[config.mk]
export PLATFORM = sky130hd
export DESIGN_NAME = map_metadata_stream_parser_unit
export DESIGN_NICKNAME = d
export VERILOG_FILES = /design/src/rtl/core/mmsp_pkg.sv /design/src/rtl/core/mmsp_wall_check.sv /design/src/rtl/core/map_metadata_stream_parser_unit.sv
export SDC_FILE = /design/constraint.sdc
export NUM_CORES = 1
export LEC_CHECK = 0
export BUFFER_PORTS_ARGS = -buffer_cell sky130_fd_sc_hd__buf_2
export CAP_MARGIN = 15
export CORE_ASPECT_RATIO = 0.7
export CORE_MARGIN = 2
export CORE_UTILIZATION = 45
export DETAILED_ROUTE_END_ITERATION = 10
export GPL_TIMING_DRIVEN = 0
export PLACE_DENSITY = 0.65
export RECOVER_POWER = 25
export REMOVE_ABC_BUFFERS = 1
export SYNTH_ARGS = -nofsm -noshare
export SYNTH_HDL_FRONTEND = slang
export SYNTH_SLANG_ARGS = --single-unit
export TNS_END_PERCENT = 30
[constraint.sdc]
create_clock -name clk -period 8.5 [get_ports clk]
set_clock_uncertainty 0.05 [all_clocks]
set_input_delay 1.7 -clock clk [delete_from_list [all_inputs] [get_ports clk]]
set_output_delay 1.7 -clock clk [all_outputs]
set_load 0.1 [all_outputs]
[src/rtl/core/mmsp_pkg.sv]
// ----------------------------------------------------------------------------
// Map metadata stream parser package
// Shared phase codes, result kinds, status codes, wall error codes and config indices.
// ----------------------------------------------------------------------------
`default_nettype none

package mmsp_pkg;

  typedef enum logic [4:0] {
    PH_MAGIC, PH_VERSION, PH_RESERVED, PH_NAME_LEN, PH_NAME_CHARS,
    PH_FILE_LEN, PH_FILE_CHARS, PH_HASH_LEN, PH_HASH_CHARS, PH_WIDTH,
    PH_HEIGHT, PH_COUNT, PH_WNAME_LEN, PH_WNAME_CHARS, PH_X, PH_Y, PH_W,
    PH_H, PH_COLOUR, PH_END, PH_DEAD
  } phase_t;

  typedef enum logic [3:0] {
    K_NAME_CHAR = 4'd0, K_FILE_CHAR = 4'd1, K_HASH_CHAR = 4'd2, K_WIDTH = 4'd3,
    K_HEIGHT = 4'd4, K_COUNT = 4'd5, K_WNAME_CHAR = 4'd6, K_X = 4'd7,
    K_Y = 4'd8, K_W = 4'd9, K_H = 4'd10, K_COLOUR = 4'd11, K_NONE = 4'd12
  } kind_t;

  typedef enum logic [3:0] {
    ST_OK = 4'd0, ST_SIZE = 4'd1, ST_MAGIC = 4'd2, ST_VERSION = 4'd3,
    ST_STRING = 4'd4, ST_TRUNC = 4'd5, ST_COUNT = 4'd6, ST_TRAILING = 4'd7,
    ST_DIMS = 4'd8, ST_HASH = 4'd9, ST_COORDS = 4'd10, ST_BOUNDS = 4'd11
  } status_t;

  typedef enum logic [1:0] {
    WE_NONE = 2'd0, WE_COORDS = 2'd1, WE_BOUNDS = 2'd2
  } wall_err_t;

  localparam logic [1:0] CFG_VERSION   = 2'd0;
  localparam logic [1:0] CFG_MAX_WALLS = 2'd1;
  localparam logic [1:0] CFG_MAX_BYTES = 2'd2;

  localparam logic [24:0] BYTES_MAX  = 25'h1FFFFFF;
  localparam logic [15:0] HASH_CHARS = 16'd64;
  localparam logic [24:0] MIN_BYTES  = 25'd8;

  // Magic byte at a given position.
  function automatic logic [7:0] magic_byte(input logic [1:0] pos);
    logic [7:0] r;
    unique case (pos)
      2'd0:    r = 8'h57;
      2'd1:    r = 8'h32;
      2'd2:    r = 8'h57;
      default: r = 8'h4D;
    endcase
    return r;
  endfunction

  function automatic logic is_hex(input logic [7:0] c);
    return (c >= 8'h30 && c <= 8'h39) || (c >= 8'h61 && c <= 8'h66) ||
           (c >= 8'h41 && c <= 8'h46);
  endfunction

endpackage

`default_nettype wire

[src/rtl/core/mmsp_wall_check.sv]
// ----------------------------------------------------------------------------
// Wall rectangle check
// Classifies a completed wall as fine, bad coordinates or out of bounds.
// ----------------------------------------------------------------------------
`default_nettype none

module mmsp_wall_check (
  input  wire logic [31:0]        x,
  input  wire logic [31:0]        y,
  input  wire logic [31:0]        w,
  input  wire logic [31:0]        h,
  input  wire logic [31:0]        map_w,
  input  wire logic [31:0]        map_h,
  output mmsp_pkg::wall_err_t     err
);

  logic signed [32:0] lim_x;
  logic signed [32:0] lim_y;

  // Room left on each axis, computed one bit wider so it cannot wrap.
  assign lim_x = $signed({map_w[31], map_w}) - $signed({w[31], w});
  assign lim_y = $signed({map_h[31], map_h}) - $signed({h[31], h});

  always_comb begin
    if (x[31] || y[31] || w[31] || (w == 32'd0) || h[31] || (h == 32'd0)) begin
      err = mmsp_pkg::WE_COORDS;
    end else if ($signed({1'b0, x}) > lim_x || $signed({1'b0, y}) > lim_y) begin
      err = mmsp_pkg::WE_BOUNDS;
    end else begin
      err = mmsp_pkg::WE_NONE;
    end
  end

endmodule

`default_nettype wire

[src/rtl/core/map_metadata_stream_parser_unit.sv]
// ----------------------------------------------------------------------------
// Map metadata stream parser
// Parses a little-endian map metadata payload one byte per transfer and
// emits string characters, numeric fields and a final status.
// ----------------------------------------------------------------------------
//  Channel   Signals                                        Direction
//  input     in_valid, in_stall, data_byte, last_byte       in
//  output    out_valid, out_stall, field_kind, field_value,
//            wall_number, final_flag, status                out
//  config    cfg_valid, cfg_ready, cfg_index, cfg_data      in
//
// One byte is taken per cycle; the parse state updates in that same cycle
// and a result lands in a single output register in the next cycle.
// Input is stalled only while that register holds a result that is stalled.
// Reset restores the register defaults and the start of a payload.
// ----------------------------------------------------------------------------
`default_nettype none

module map_metadata_stream_parser_unit #(
  parameter int MAX_STRING_BYTES = 1024
) (
  input  wire logic        clk,
  input  wire logic        rst,
  input  wire logic        in_valid,
  output logic             in_stall,
  input  wire logic [7:0]  data_byte,
  input  wire logic        last_byte,
  output logic             out_valid,
  input  wire logic        out_stall,
  output logic [3:0]       field_kind,
  output logic [31:0]      field_value,
  output logic [15:0]      wall_number,
  output logic             final_flag,
  output logic [3:0]       status,
  input  wire logic        cfg_valid,
  output logic             cfg_ready,
  input  wire logic [1:0]  cfg_index,
  input  wire logic [24:0] cfg_data
);

  localparam logic [15:0] STR_LIMIT = 16'(MAX_STRING_BYTES);

  logic [15:0] expected_version;
  logic [15:0] max_walls;
  logic [24:0] max_payload_bytes;

  mmsp_pkg::phase_t    parse_phase, ph_next;
  logic [1:0]          byte_in_field, bif_next;
  logic [31:0]         assembly_word, asm_next;
  logic [15:0]         string_left, sl_next;
  logic [24:0]         bytes_seen, bs_next;
  logic [15:0]         walls_expected, we_next;
  logic [15:0]         walls_done, wd_next;
  logic [31:0]         map_width_reg, mw_next;
  logic [31:0]         map_height_reg, mh_next;
  logic [31:0]         rect_x, rx_next;
  logic [31:0]         rect_y, ry_next;
  logic [31:0]         rect_w, rw_next;
  logic [15:0]         hash_length, hl_next;
  logic                hash_nonhex_seen, hn_next;
  mmsp_pkg::status_t   parse_error, pe_next;
  logic                dims_bad, db_next;
  mmsp_pkg::wall_err_t first_wall_error, fwe_next;

  logic        accept;
  logic        have;
  logic [3:0]  kind;
  logic [31:0] val;
  logic [15:0] wn;
  logic [31:0] word;
  logic        full2, full4;
  logic        hash_bad;
  mmsp_pkg::status_t   st;
  mmsp_pkg::wall_err_t wall_err;

  assign accept    = in_valid && !in_stall;
  assign in_stall  = out_valid && out_stall;
  assign cfg_ready = 1'b1;

  // Configuration registers.
  always_ff @(posedge clk) begin
    if (rst) begin
      expected_version  <= 16'd1;
      max_walls         <= 16'd256;
      max_payload_bytes <= 25'd65536;
    end else if (cfg_valid && cfg_ready) begin
      unique case (cfg_index)
        mmsp_pkg::CFG_VERSION:   expected_version  <= cfg_data[15:0];
        mmsp_pkg::CFG_MAX_WALLS: max_walls         <= cfg_data[15:0];
        mmsp_pkg::CFG_MAX_BYTES: max_payload_bytes <= cfg_data;
        default: ;
      endcase
    end
  end

  // Assembled field value including this byte.
  always_comb begin
    word = assembly_word;
    unique case (byte_in_field)
      2'd0:    word[7:0]   = assembly_word[7:0]   | data_byte;
      2'd1:    word[15:8]  = assembly_word[15:8]  | data_byte;
      2'd2:    word[23:16] = assembly_word[23:16] | data_byte;
      default: word[31:24] = assembly_word[31:24] | data_byte;
    endcase
  end
  assign full2 = byte_in_field >= 2'd1;
  assign full4 = byte_in_field == 2'd3;

  mmsp_wall_check u_wall (
    .x(rect_x), .y(rect_y), .w(rect_w), .h(word),
    .map_w(map_width_reg), .map_h(map_height_reg), .err(wall_err)
  );

  // Per-byte parse step.
  always_comb begin
    logic [15:0] slen;
    logic        fail_now;
    mmsp_pkg::status_t fcode;
    mmsp_pkg::phase_t  chars_ph, after_ph;
    logic        str_start;
    slen = word[15:0];
    fail_now = 1'b0;
    fcode = mmsp_pkg::ST_OK;
    chars_ph = mmsp_pkg::PH_NAME_CHARS;
    after_ph = mmsp_pkg::PH_FILE_LEN;
    str_start = 1'b0;

    ph_next = parse_phase; bif_next = byte_in_field; asm_next = assembly_word;
    sl_next = string_left; we_next = walls_expected; wd_next = walls_done;
    mw_next = map_width_reg; mh_next = map_height_reg;
    rx_next = rect_x; ry_next = rect_y; rw_next = rect_w;
    hl_next = hash_length; hn_next = hash_nonhex_seen; pe_next = parse_error;
    db_next = dims_bad; fwe_next = first_wall_error;
    have = 1'b0; kind = mmsp_pkg::K_NONE; val = 32'd0; wn = 16'd0;

    bs_next = (bytes_seen != mmsp_pkg::BYTES_MAX) ? bytes_seen + 25'd1 : bytes_seen;
    if (bs_next > max_payload_bytes) begin
      pe_next = mmsp_pkg::ST_SIZE;
      ph_next = mmsp_pkg::PH_DEAD;
    end

    // Field assembly shared by the numeric phases.
    unique case (ph_next)
      mmsp_pkg::PH_VERSION, mmsp_pkg::PH_RESERVED, mmsp_pkg::PH_NAME_LEN,
      mmsp_pkg::PH_FILE_LEN, mmsp_pkg::PH_HASH_LEN, mmsp_pkg::PH_WNAME_LEN,
      mmsp_pkg::PH_COUNT: begin
        asm_next = full2 ? 32'd0 : word;
        bif_next = full2 ? 2'd0 : byte_in_field + 2'd1;
      end
      mmsp_pkg::PH_WIDTH, mmsp_pkg::PH_HEIGHT, mmsp_pkg::PH_X, mmsp_pkg::PH_Y,
      mmsp_pkg::PH_W, mmsp_pkg::PH_H, mmsp_pkg::PH_COLOUR: begin
        asm_next = full4 ? 32'd0 : word;
        bif_next = byte_in_field + 2'd1;
      end
      default: ;
    endcase

    unique case (ph_next)
      mmsp_pkg::PH_MAGIC: begin
        if (data_byte != mmsp_pkg::magic_byte(byte_in_field)) begin
          fail_now = 1'b1; fcode = mmsp_pkg::ST_MAGIC;
        end else if (byte_in_field == 2'd3) begin
          bif_next = 2'd0; ph_next = mmsp_pkg::PH_VERSION;
        end else begin
          bif_next = byte_in_field + 2'd1;
        end
      end
      mmsp_pkg::PH_VERSION: if (full2) begin
        if (slen != expected_version) begin
          fail_now = 1'b1; fcode = mmsp_pkg::ST_VERSION;
        end else begin
          ph_next = mmsp_pkg::PH_RESERVED;
        end
      end
      mmsp_pkg::PH_RESERVED: if (full2) ph_next = mmsp_pkg::PH_NAME_LEN;
      mmsp_pkg::PH_NAME_LEN: if (full2) begin
        str_start = 1'b1;
      end
      mmsp_pkg::PH_FILE_LEN: if (full2) begin
        str_start = 1'b1;
        chars_ph = mmsp_pkg::PH_FILE_CHARS; after_ph = mmsp_pkg::PH_HASH_LEN;
      end
      mmsp_pkg::PH_HASH_LEN: if (full2) begin
        str_start = 1'b1; hl_next = slen;
        chars_ph = mmsp_pkg::PH_HASH_CHARS; after_ph = mmsp_pkg::PH_WIDTH;
      end
      mmsp_pkg::PH_WNAME_LEN: if (full2) begin
        str_start = 1'b1;
        chars_ph = mmsp_pkg::PH_WNAME_CHARS; after_ph = mmsp_pkg::PH_X;
      end
      mmsp_pkg::PH_NAME_CHARS, mmsp_pkg::PH_FILE_CHARS,
      mmsp_pkg::PH_HASH_CHARS, mmsp_pkg::PH_WNAME_CHARS: begin
        have = 1'b1; val = {24'd0, data_byte};
        unique case (ph_next)
          mmsp_pkg::PH_NAME_CHARS: begin
            kind = mmsp_pkg::K_NAME_CHAR; after_ph = mmsp_pkg::PH_FILE_LEN;
          end
          mmsp_pkg::PH_FILE_CHARS: begin
            kind = mmsp_pkg::K_FILE_CHAR; after_ph = mmsp_pkg::PH_HASH_LEN;
          end
          mmsp_pkg::PH_HASH_CHARS: begin
            kind = mmsp_pkg::K_HASH_CHAR; after_ph = mmsp_pkg::PH_WIDTH;
            if (!mmsp_pkg::is_hex(data_byte)) hn_next = 1'b1;
          end
          default: begin
            kind = mmsp_pkg::K_WNAME_CHAR; after_ph = mmsp_pkg::PH_X; wn = walls_done;
          end
        endcase
        sl_next = (string_left != 16'd0) ? string_left - 16'd1 : 16'd0;
        if (sl_next == 16'd0) ph_next = after_ph;
      end
      mmsp_pkg::PH_WIDTH, mmsp_pkg::PH_HEIGHT: if (full4) begin
        if (word[31] || word == 32'd0) db_next = 1'b1;
        have = 1'b1; val = word;
        if (ph_next == mmsp_pkg::PH_WIDTH) begin
          mw_next = word; kind = mmsp_pkg::K_WIDTH; ph_next = mmsp_pkg::PH_HEIGHT;
        end else begin
          mh_next = word; kind = mmsp_pkg::K_HEIGHT; ph_next = mmsp_pkg::PH_COUNT;
        end
      end
      mmsp_pkg::PH_COUNT: if (full2) begin
        if (slen == 16'd0 || slen > max_walls) begin
          fail_now = 1'b1; fcode = mmsp_pkg::ST_COUNT;
        end else begin
          we_next = slen; wd_next = 16'd0; have = 1'b1;
          kind = mmsp_pkg::K_COUNT; val = word; ph_next = mmsp_pkg::PH_WNAME_LEN;
        end
      end
      mmsp_pkg::PH_X, mmsp_pkg::PH_Y, mmsp_pkg::PH_W: if (full4) begin
        have = 1'b1; val = word; wn = walls_done;
        unique case (ph_next)
          mmsp_pkg::PH_X: begin
            rx_next = word; kind = mmsp_pkg::K_X; ph_next = mmsp_pkg::PH_Y;
          end
          mmsp_pkg::PH_Y: begin
            ry_next = word; kind = mmsp_pkg::K_Y; ph_next = mmsp_pkg::PH_W;
          end
          default: begin
            rw_next = word; kind = mmsp_pkg::K_W; ph_next = mmsp_pkg::PH_H;
          end
        endcase
      end
      mmsp_pkg::PH_H: if (full4) begin
        if (first_wall_error == mmsp_pkg::WE_NONE) fwe_next = wall_err;
        have = 1'b1; kind = mmsp_pkg::K_H; val = word; wn = walls_done;
        ph_next = mmsp_pkg::PH_COLOUR;
      end
      mmsp_pkg::PH_COLOUR: if (full4) begin
        have = 1'b1; kind = mmsp_pkg::K_COLOUR; val = word; wn = walls_done;
        wd_next = walls_done + 16'd1;
        ph_next = (wd_next == walls_expected) ? mmsp_pkg::PH_END : mmsp_pkg::PH_WNAME_LEN;
      end
      mmsp_pkg::PH_END: begin
        fail_now = 1'b1; fcode = mmsp_pkg::ST_TRAILING;
      end
      default: ;
    endcase

    // Start of a length-prefixed string.
    if (str_start) begin
      if (slen > STR_LIMIT) begin
        fail_now = 1'b1; fcode = mmsp_pkg::ST_STRING;
      end else if (slen == 16'd0) begin
        ph_next = after_ph;
      end else begin
        sl_next = slen; ph_next = chars_ph;
      end
    end

    if (fail_now) begin
      if (pe_next == mmsp_pkg::ST_OK) pe_next = fcode;
      ph_next = mmsp_pkg::PH_DEAD;
      bif_next = 2'd0;
    end

    hash_bad = hn_next || (hl_next != 16'd0 && hl_next != mmsp_pkg::HASH_CHARS);
    if (pe_next != mmsp_pkg::ST_OK || db_next || hash_bad ||
        fwe_next != mmsp_pkg::WE_NONE) begin
      have = 1'b0;
    end

    // Final status.
    if (bs_next < mmsp_pkg::MIN_BYTES || pe_next == mmsp_pkg::ST_SIZE)
      st = mmsp_pkg::ST_SIZE;
    else if (pe_next != mmsp_pkg::ST_OK)      st = pe_next;
    else if (ph_next != mmsp_pkg::PH_END)     st = mmsp_pkg::ST_TRUNC;
    else if (db_next)                         st = mmsp_pkg::ST_DIMS;
    else if (hash_bad)                        st = mmsp_pkg::ST_HASH;
    else if (fwe_next == mmsp_pkg::WE_COORDS) st = mmsp_pkg::ST_COORDS;
    else if (fwe_next == mmsp_pkg::WE_BOUNDS) st = mmsp_pkg::ST_BOUNDS;
    else                                      st = mmsp_pkg::ST_OK;
  end

  // Parse state; the last byte starts a fresh payload.
  always_ff @(posedge clk) begin
    if (rst || (accept && last_byte)) begin
      parse_phase <= mmsp_pkg::PH_MAGIC; byte_in_field <= 2'd0;
      assembly_word <= 32'd0; string_left <= 16'd0; bytes_seen <= 25'd0;
      walls_expected <= 16'd0; walls_done <= 16'd0;
      map_width_reg <= 32'd0; map_height_reg <= 32'd0;
      rect_x <= 32'd0; rect_y <= 32'd0; rect_w <= 32'd0;
      hash_length <= 16'd0; hash_nonhex_seen <= 1'b0;
      parse_error <= mmsp_pkg::ST_OK; dims_bad <= 1'b0;
      first_wall_error <= mmsp_pkg::WE_NONE;
    end else if (accept) begin
      parse_phase <= ph_next; byte_in_field <= bif_next;
      assembly_word <= asm_next; string_left <= sl_next; bytes_seen <= bs_next;
      walls_expected <= we_next; walls_done <= wd_next;
      map_width_reg <= mw_next; map_height_reg <= mh_next;
      rect_x <= rx_next; rect_y <= ry_next; rect_w <= rw_next;
      hash_length <= hl_next; hash_nonhex_seen <= hn_next;
      parse_error <= pe_next; dims_bad <= db_next;
      first_wall_error <= fwe_next;
    end
  end

  // Output register.
  always_ff @(posedge clk) begin
    if (rst) begin
      out_valid <= 1'b0;
    end else if (!in_stall) begin
      out_valid <= accept && (have || last_byte);
      if (last_byte && (!have || st != mmsp_pkg::ST_OK)) begin
        field_kind <= mmsp_pkg::K_NONE; field_value <= 32'd0; wall_number <= 16'd0;
      end else begin
        field_kind <= kind; field_value <= val; wall_number <= wn;
      end
      final_flag <= last_byte;
      status     <= last_byte ? st : mmsp_pkg::ST_OK;
    end
  end

endmodule

`default_nettype wire
==> impl_metrics.tcl <==
set metrics [dict create \
    status "complete, but fails checks" \
    violations "capacitance limit, slew limit" \
    grt_pass1_wl_microns 119000 \
    nFillCells 4938 \
    final_common_cell "nor2_1" \
    cp_max_fo 28 \
    peakVddDrop_mv 0.126 \
    initial_utilization 0.454 \
    slew_violations 119 \
    drive_above_1_share 0.0948 \
    r2r_setup_slack_ps 540 \
    hpwl_microns 55400 \
    power_switching_share 0.276 \
    grt_pass1_vias 21136 \
    place_ws_ps -837 \
    cts-htree-levels 2 \
    power_frac_comb 0.113 \
    fmax_ghz 0.124 \
    criticalPathCategory "input pin to flop" \
    wl_per_cell_microns 20.3 \
    ys_seq_area_frac 0.361 \
    antenna_found_initial 5 \
    pwr-share-clk 0.452 \
    hold_viol 0 \
    drv_cap 5 \
    viasPerCell 5.97 \
    cts_root_buf "clkbuf_16" \
    drcViolationCount 0 \
    yosysWarnings 0 \
    rows 71 \
    grt_use_total 0.268 \
    dieArea_sq_mm 0.0560 \
    power.leakage_nw 10.6 \
    die_w_microns 282 \
    synthFlopType "dfxtp_1" \
    clk_latency_ps 600 \
    layout_common_cells "nor2_1, dfxtp_1, nand2_1, a21oi_1, a211oi_1" \
    area_growth_pct 13.5 \
    p_seq_frac 0.435 \
    num_vias 22565 \
    min_period_ps 8080 \
    hold_buffers 0 \
    crit_path_start_kind "input pin" \
    synthDistinctLibCells 91 \
    clock_path_buffers 3 \
    p_total_mw 4.63 \
    detailed_place.area_sq_mm 0.0260 \
    numCtsBuffers 45 \
    first_pass_iters 6 \
    slew_headroom -0.593 \
    grt_setup_unrepaired "false" \
    clk_pin_slew_ps 60 \
    powerDensity_mw_per_mm2 168 \
    drt_iter0_markers 2283 \
    cp-end-kind "flop" \
    cp.required_ps 8780 \
    tritoncts "yes" \
    synthArstFlopShare 0 \
    fin_area_sq_mm 0.0276 \
    synth_area_sq_mm 0.0243 \
    worst_slack_ps 415 \
    internal-power_mw 3.35 \
    io_buffers 99 \
    synth_edf_count 57 \
    antenna_left 0 \
    min_period_over_period 0.951 \
    route.final.wire_length_microns 76700 \
    worst_slew_pin_slew_ps 2380 \
    num-nets-final 3237 \
    netlist_instances 2990 \
    die_h_microns 199 \
    p_switching_mw 1.28 \
    avgSynthCellArea_sq_um 8.14 \
    synth-seq-cells 410 \
    cts.sinks 410 \
    place_congestion 0.940 \
    arrival_ps 8360 \
    hold_path.class "flop to flop" \
    setup_viol 0 \
    floorplan.core_area_sq_mm 0.0536 \
    io_pins 101 \
    overflow 0 \
    grt_max_degree 69 \
]
==> power by group through the flow <==
stage	sequential [mW]	combinational (mW)	clock (mW)
4_1_cts	2.01	0.510	2.12
2_1_floorplan	2.15	0.224	0
5_1_grt	2.02	0.556	2.20
6_report	2.01	0.523	2.10
3_5_place_dp	2.06	0.506	0
3_3_place_gp	2.06	0.464	0
==> area by class of cell <==
type / instances / area, sq um / area share
flip-flops and latches: 410 / 8780 / 0.318
inverters: 148 / 556 / 0.0201
diodes: 3 / 7.51 / 0.000272
well taps: 730 / 913 / 0.0331
clock inverters: 24 / 285 / 0.0103
clock buffers: 58 / 1260 / 0.0455
multi-input cells: 2235 / 14500 / 0.523
repair buffers: 173 / 1370 / 0.0497
==> timing repair <==
action / 4_1_cts / 5_1_grt
gates resized for setup: 6 / 6
gates cloned: 0 / 1
setup endpoints to repair: 19 / 33
setup buffers: 0 / 7
pin swaps: 0 / 5
==> critical path, stage by stage <==
cell and delay (ps):
buf_2 180, a21oi_2 620, ha_1 430, a21o_1 230, or3_1 350, a41o_1 300, a311oi_1 410, o21bai_1 220
xnor2_1 170, ha_1 300, a21o_1 180, a21o_1 170, a21oi_1 200, o211ai_1 140, o31a_1 320, o21ai_1 300
nand4_1 250, o21a_1 180, ha_1 210, nand2b_1 230, a2111oi_4 440, a31oi_4 180, buf_16 240, or3_1 360
==> cell families (layout without fill, tap and decap cells) <==
kind of cell	count (synthesis)	in the layout	share of synthesized area
multiplexers	3	3	0.00123
other	1	4	0.000154
adder cells (fa/ha/maj)	183	183	0.0947
buffers and inverters	346	403	0.0551
flip-flops	410	410	0.361
AO/OA/AOI/OAI	864	865	0.232
AND/OR/NAND/NOR	1044	1044	0.206
XOR/XNOR	139	139	0.0500
==> stage by stage <==
stage,instances,hold slack [ps],TNS [ps],utilization
after global placement,3621,394,-1075780,0.466
final,3781,405,0,0.516
after CTS,3767,406,0,0.514
after global routing,3781,421,0,0.516
after floorplan,2792,380,-42590,-
after detailed placement,3685,397,-26720,0.484
==> path summary, 6_finish.rpt <==
path,cells past startpoint,end,start
min reg2reg,2,max_payload_bytes[21],max_payload_bytes[21]
max reg2reg,25,field_kind[3],byte_in_field[1]
min,2,max_payload_bytes[21],max_payload_bytes[21]
max,24,field_kind[3],data_byte[7]
==> routing by layer <==
metal | global-route usage | routed length, microns
met5 | 0 | 24
met1 | 0.391 | 36300
met4 | 0.0648 | 1730
met3 | 0.0605 | 6300
met2 | 0.398 | 32300
==> synth_stat cells (6+ instances only) <==
cell type,instances,area [sq um]
a221oi_1,8,70.1
and3_1,20,125
xor2_1,61,534
nor2b_1,18,113
nand3b_1,8,60.1
a211o_1,11,96.3
buf_2,21,105
o21bai_1,10,75.1
or3_1,34,213
ha_1,181,2260
a31oi_1,22,138
clkbuf_1,170,638
nor2_1,393,1480
nand4_1,49,307
nand2_1,248,931
nor4b_1,21,184
nand3_1,42,210
a21oi_1,262,1310
o21a_1,21,158
a21boi_0,6,45.0
nand2b_1,21,131
or4_1,7,52.6
nor4_1,46,288
o31ai_1,10,75.1
nor3_1,78,390
edfxtp_1,57,1710
a22oi_1,42,315
a21o_1,53,398
or2_2,10,62.6
o21ai_0,116,581
o211ai_1,21,158
nand4b_1,6,52.6
xnor2_1,78,683
inv_1,145,544
and2_1,10,62.6
dfxtp_1,353,7070
a211oi_1,211,1580
nor3b_1,6,45.0
No activity file was read; power rests on OpenSTA's default activity.
